[src/rtl/assert_macros.svh]
// ----------------------------------------------------------------------------
// assertion macros
// shared helpers for the concurrent checks in the positional list rtl
// ----------------------------------------------------------------------------
`ifndef ASSERT_MACROS_SVH
`define ASSERT_MACROS_SVH

// same-cycle implication
`define PLST_ASSERT_IMP(lbl, clk, rst, ante, cons) \
   lbl: assert property (@(posedge clk) disable iff (rst) (ante) |-> (cons)) \
      else $error("plst assertion failed");

// next-cycle implication
`define PLST_ASSERT_NXT(lbl, clk, rst, ante, cons) \
   lbl: assert property (@(posedge clk) disable iff (rst) (ante) |=> (cons)) \
      else $error("plst assertion failed");

`endif

[src/rtl/plst_pkg.sv]
// ----------------------------------------------------------------------------
// plst_pkg
// request codes, status codes, states and cell control for the list engine
// ----------------------------------------------------------------------------
package plst_pkg;

   typedef enum logic [1:0] {
      OP_INSERT = 2'd0,
      OP_REMOVE = 2'd1,
      OP_READ   = 2'd2,
      OP_CLEAR  = 2'd3
   } plst_op_type;

   typedef enum logic [2:0] {
      ST_OK        = 3'd0,
      ST_BAD_POS   = 3'd1,
      ST_NOT_FOUND = 3'd2,
      ST_FULL      = 3'd3,
      ST_EMPTY     = 3'd4
   } plst_status_type;

   typedef enum logic {
      S_IDLE = 1'b0,
      S_EXEC = 1'b1
   } plst_state_type;

   typedef struct packed {
      logic capture;
      logic do_insert;
      logic do_remove;
   } plst_cell_ctl_type;

endpackage

[src/rtl/plst_cell.sv]
// ----------------------------------------------------------------------------
// plst_cell
// one list slot: holds an entry, compares it, shifts toward either neighbor
// ----------------------------------------------------------------------------
module plst_cell #(
   parameter int ITEM_BITS = 32,
   parameter int IDX_W     = 6,
   parameter int CNT_W     = 7,
   parameter int IDX       = 0
) (
   input  logic                         clock,
   input  plst_pkg::plst_cell_ctl_type  ctl,
   input  logic [IDX_W-1:0]             slot,
   input  logic [CNT_W-1:0]             count,
   input  logic [ITEM_BITS-1:0]         cmp_item,
   input  logic [ITEM_BITS-1:0]         new_item,
   input  logic [ITEM_BITS-1:0]         left_value,
   input  logic [ITEM_BITS-1:0]         right_value,
   input  logic                         found_in,
   input  logic [ITEM_BITS-1:0]         rd_in,
   output logic [ITEM_BITS-1:0]         value,
   output logic                         found_out,
   output logic [ITEM_BITS-1:0]         rd_out
);
   import plst_pkg::*;

   localparam logic [IDX_W-1:0] MY_IDX = IDX_W'(IDX);
   localparam logic [CNT_W-1:0] MY_CNT = CNT_W'(IDX);

   logic [ITEM_BITS-1:0] value_ff;
   logic [ITEM_BITS-1:0] value_in;
   logic                 match_ff;
   logic                 in_list;
   logic                 at_slot;

   assign in_list   = (MY_CNT < count);
   assign at_slot   = (slot == MY_IDX);
   // first match at or before this slot
   assign found_out = found_in | (match_ff & in_list);
   assign rd_out    = rd_in | (at_slot ? value_ff : '0);
   assign value     = value_ff;

   always_comb begin
      value_in = value_ff;
      if (ctl.do_insert) begin
         if (at_slot) begin
            value_in = new_item;
         end else if (MY_IDX > slot) begin
            value_in = left_value;
         end
      end else if (ctl.do_remove && found_out) begin
         value_in = right_value;
      end
   end

   always_ff @(posedge clock) begin
      value_ff <= value_in;
      if (ctl.capture) begin
         match_ff <= (value_ff == cmp_item);
      end
   end

endmodule

[config.mk]
export PLATFORM = sky130hd
export DESIGN_NAME = plst_cell
export DESIGN_NICKNAME = d
export VERILOG_FILES = /design/src/rtl/assert_macros.svh /design/src/rtl/plst_pkg.sv /design/src/rtl/plst_cell.sv
export SDC_FILE = /design/constraint.sdc
export NUM_CORES = 1
export LEC_CHECK = 0
export BUFFER_PORTS_ARGS = -buffer_cell sky130_fd_sc_hd__buf_2
export CORE_AREA = 2 2 94 96
export CTS_CLUSTER_SIZE = 28
export DETAILED_ROUTE_END_ITERATION = 8
export DIE_AREA = 0 0 96 98
export PLACE_DENSITY = 0.72
export SLEW_MARGIN = 10
export SYNTH_ARGS = -nofsm -noshare
export SYNTH_HDL_FRONTEND = slang
export SYNTH_SLANG_ARGS = --single-unit
[constraint.sdc]
create_clock -name clock -period 2.4 [get_ports clock]
set_input_delay 0.36 -clock clock [delete_from_list [all_inputs] [get_ports clock]]
set_output_delay 0.36 -clock clock [all_outputs]
set_load 0.01 [all_outputs]
Yosys cells after proc, flatten, opt, wreduce, memory -nomap -nowiden
Cells that the tools add are included.

word-level totals
  memories = 0
  input port bits = 178
  bits in latches = 0
  logic and storage cells = 18
  bits in read-only memories = 0
  RAM bits = 0
  register bits after elaboration = 33
  output and inout bits = 65

cells by class
  div/mod/pow operators = 0
  equality and inequality tests = 2
  bitwise gates (word level) = 3
  muxes and demuxes = 5
  reductions and logical operators = 4
  $mul = 0
  order comparisons = 2
  add/sub/neg operators = 0
  shift operators = 0

operator list
  operator            count
  $mux 32             5
  $eq 32x32->1        1
  $or 32x32->32       1
  $lt 1x7->1 const A  1
  $gt 1x6->1 const A  1
  $logic_not 6->1     1
  $ne 3x1->1 const B  1
  $reduce_and 2->1    1
  $reduce_bool 2->1   1
  $and 1x1->1         1
  $logic_and 1x1->1   1
  $or 1x1->1          1

Logic depth before layout (Yosys ltp)
  word-level depth = 6
  depth in mapped cells = 6
  mapped depth without buffers = 4

Worst setup path before layout
No wires, ideal clock.

  kind = input to register
  from = in slot[5]
  to = reg value_ff[0], in the netlist value[0] (enable)
  library setup time = 392 ps
  required time = 2008 ps
  slack = 407 ps
  arrival time = 1601 ps
  cell stages on the path = 4
  buffers on the path = 1
  cell sequence = nor2_1 -> and3_1 -> buf_6 -> a22o_1

on the way
  longest elaborated chain between the ends = 3
  elaborated cells between the ends (all ways) = 4
  classes of those cells = order compare (1); eq/ne (1); reduce/logical (2)

ends and longest elaborated chain
  what                                                  RTL line                          RTL
  start, declared                                       plst_cell.sv:13                   input logic [IDX_W-1:0] slot,
  $gt 1x6->1 / $logic_not 6->1 (equally long branches)  plst_cell.sv:48, plst_cell.sv:37
  $ne 3x1->1 (no source line) *                         n/a
  $reduce_and 2->1 (no source line) *                   n/a
  end signal, assigned                                  plst_cell.sv:57                   value_ff <= value_in;
  end, declared                                         plst_cell.sv:30                   logic [ITEM_BITS-1:0] value_ff;

Every way passes the cells marked *; elsewhere a longest branch is shown, timed or not.
A chain may end at the register's enable or synchronous reset.

Worst setup path in the final report
  from = in slot[5]
  to = out rd_out[14]

on the way
  longest elaborated chain between the ends = 3

ends and longest elaborated chain
  what             RTL line         RTL
  $logic_not 6->1  plst_cell.sv:37  assign at_slot = (slot == MY_IDX);
  $mux 32          plst_cell.sv:40  assign rd_out = rd_in | (at_slot ? value_ff : '0);
  $or 32x32->32    plst_cell.sv:40
  end, declared    plst_cell.sv:23  output logic [ITEM_BITS-1:0] rd_out

Every way passes these cells.

==> run summary <==
Top cells by area, synth -> edfxtp_1 43%, xor2_1 12%, a21o_1 11%
Vias in the first global route -> 2,723
CTS buffer count -> 5
Post-CTS Setup Bufs -> 0
CTS Sinks -> 33
Clock root buffer -> clkbuf_8
Peak VDD IR -> 141 µV
Area growth syn-to-layout -> 61.8%
Final Instance Area -> 0.00371 mm²
Rel. slew slack -> 61.4%
Worst-Margin Slew -> 0.579 ns
Commonest non-fill, non-tap cell in the layout -> buf_2
Hold-fix buffers, CTS -> 0
Post_cts resized -> 0
HP Class -> in -> reg
Clk_lat worst skew -> 0.28 ns
Clock buffer depth -> 2
Post-DP HPWL -> 7.60 mm
Seq cells post-synth -> 33
Synth area leader -> edfxtp_1
WL met3 -> 694 µm
Nets -> 683
Total track usage -> 17.6%
Top layer in use -> met4
Top cell type's share of synthesized area -> 43.2%
Fmax -> 547 MHz
Lkg Pwr -> 1.99 nW
DRT antenna net count -> 0
RSZ-0062 raised after global routing -> false
Period utilization -> 76.2%
CP max FO -> 35
Synthesized area -> 0.00229 mm²
WP data arrival -> 1.47 ns
Final Wtd Congestion -> 0.800
Warnings from Yosys -> 0
Synthesized Nets -> 442
Buffers on Ports -> 242
Total Die Area -> 0.00941 mm²
Core Rows -> 34
# diodes -> 0
DRC Markers -> 0
Initial core utilization -> 27.1%
CP Capture Type -> output pin
Synth Instances -> 264
Mean Syn Cell Area -> 8.68 µm²
# IOs -> 243
Hold WS -> 0.283 ns
Design Power -> 1.48 mW
Area after DPL -> 0.00363 mm²
WS Path Type -> in -> out
Grt total ovfl -> 0
CTS tree -> done
Die H -> 98 µm
Share of cells above drive strength 1 -> 51.2%
Fin crit period -> 1.83 ns
Max Clock Skew -> 0.00450 ns
Clk slew on worst S/H paths -> 0.06 ns
Seq/Total Area, Yosys -> 43.2%
Synth cell types -> 17
Met1 WL -> 3.31 mm
Met2 Wirelength -> 4.69 mm
Max Cap Viol -> 0
Largest net degree at the start of global routing -> 65
Total wire length -> 8.77 mm
DRT Pass-1 Iters -> 5
Core box area -> 0.00847 mm²
Startpoint types -> primary input
CP required -> 2.04 ns
Initial DRC count -> 85
Antenna violations before repair -> 0
WL/cell -> 14.3 µm
Setup violators final -> 0
Via Count -> 2,908
H-tree depth -> 2
Setup TNS Final -> 0 ns
First-pass GRT wire length -> 12.6 mm
Fin. max-slew vios -> 0
Status -> completed
Pwr Density -> 398 mW/mm²
Die width -> 96 µm
Vias/cell -> 4.74
Final Hold Viols -> 0
Most frequent cells in the layout -> 242 x buf_2, 65 x nand2_1, 36 x nor2_1
==> power breakdown <==
part	total [mW]	leakage [nW]	internal, mW	switching [mW]
sequential	0.693	0.304	0.669	0.0243
combinational	0.389	1.64	0.207	0.182
clock	0.395	0.0430	0.195	0.200
==> cell families (layout without fill, tap and decap cells) <==
logic type / Yosys count / in the layout / share of synthesized area [%]
simple gates: 116 / 116 / 20.5
xor+xnor: 32 / 32 / 12.2
compound gates: 66 / 66 / 19.9
buf+inv: 17 / 259 / 4.09
flops: 33 / 33 / 43.2
==> cell usage after synthesis, drive strengths merged <==
library cell	n
nand2	65
nor2	36
a21o	33
edfxtp	33
a31oi	32
xor2	32
buf	13
nor4	9
clkbuf	4
nand4	2
a22o	1
and3	1
nand3	1
nor2b	1
nor3	1
==> registers in the layout, indices dropped and copies added, names as in the netlist <==
signal and flops:
match_ff 1, value 32
==> per-stage QoR <==
| stage | instances | setup WS, ns | utilization (%) |
|---|---|---|---|
| 2_1_floorplan | 264 | 0.407 | - |
| 5_1_grt | 614 | 0.430 | 43.8 |
| 3_5_place_dp | 606 | 0.569 | 42.8 |
| 4_1_cts | 614 | 0.563 | 43.8 |
| 3_3_place_gp | 606 | 0.619 | 42.8 |
| 6_report | 614 | 0.570 | 43.8 |
==> critical path: stages <==
cell and delay [ns]:
buf_2 0.10, nor2_1 0.12, and3_2 0.23, buf_4 0.34
a21o_1 0.18, buf_2 0.13
==> layer usage <==
metal,track usage (%),up-vias
li1,-,1415
met1,19.7,1332
met2,33.4,153
met3,3.32,8
met4,4.29,0
met5,0,-
==> area by class of cell <==
type                            count  area [µm²]
Fill cell                         881        4760
Timing Repair Buffer              251        1290
Multi-Input combinational cell    214        1210
Sequential cell                    33         991
Tap cell                          108         135
Clock buffer                        5        68.8
Clock inverter                      3        12.5
==> path summary, 6_finish.rpt <==
kind	from	endpoint	slack, ns	cells past startpoint
worst min-delay path	ctl[2]	match_ff	0.28	1
worst max-delay path	slot[5]	rd_out[14]	0.57	6
worst min register to register	value[2]	match_ff	0.89	4
worst max register to register	value[18]	match_ff	0.83	4
Note: power is estimated with default switching activity, not from simulation.
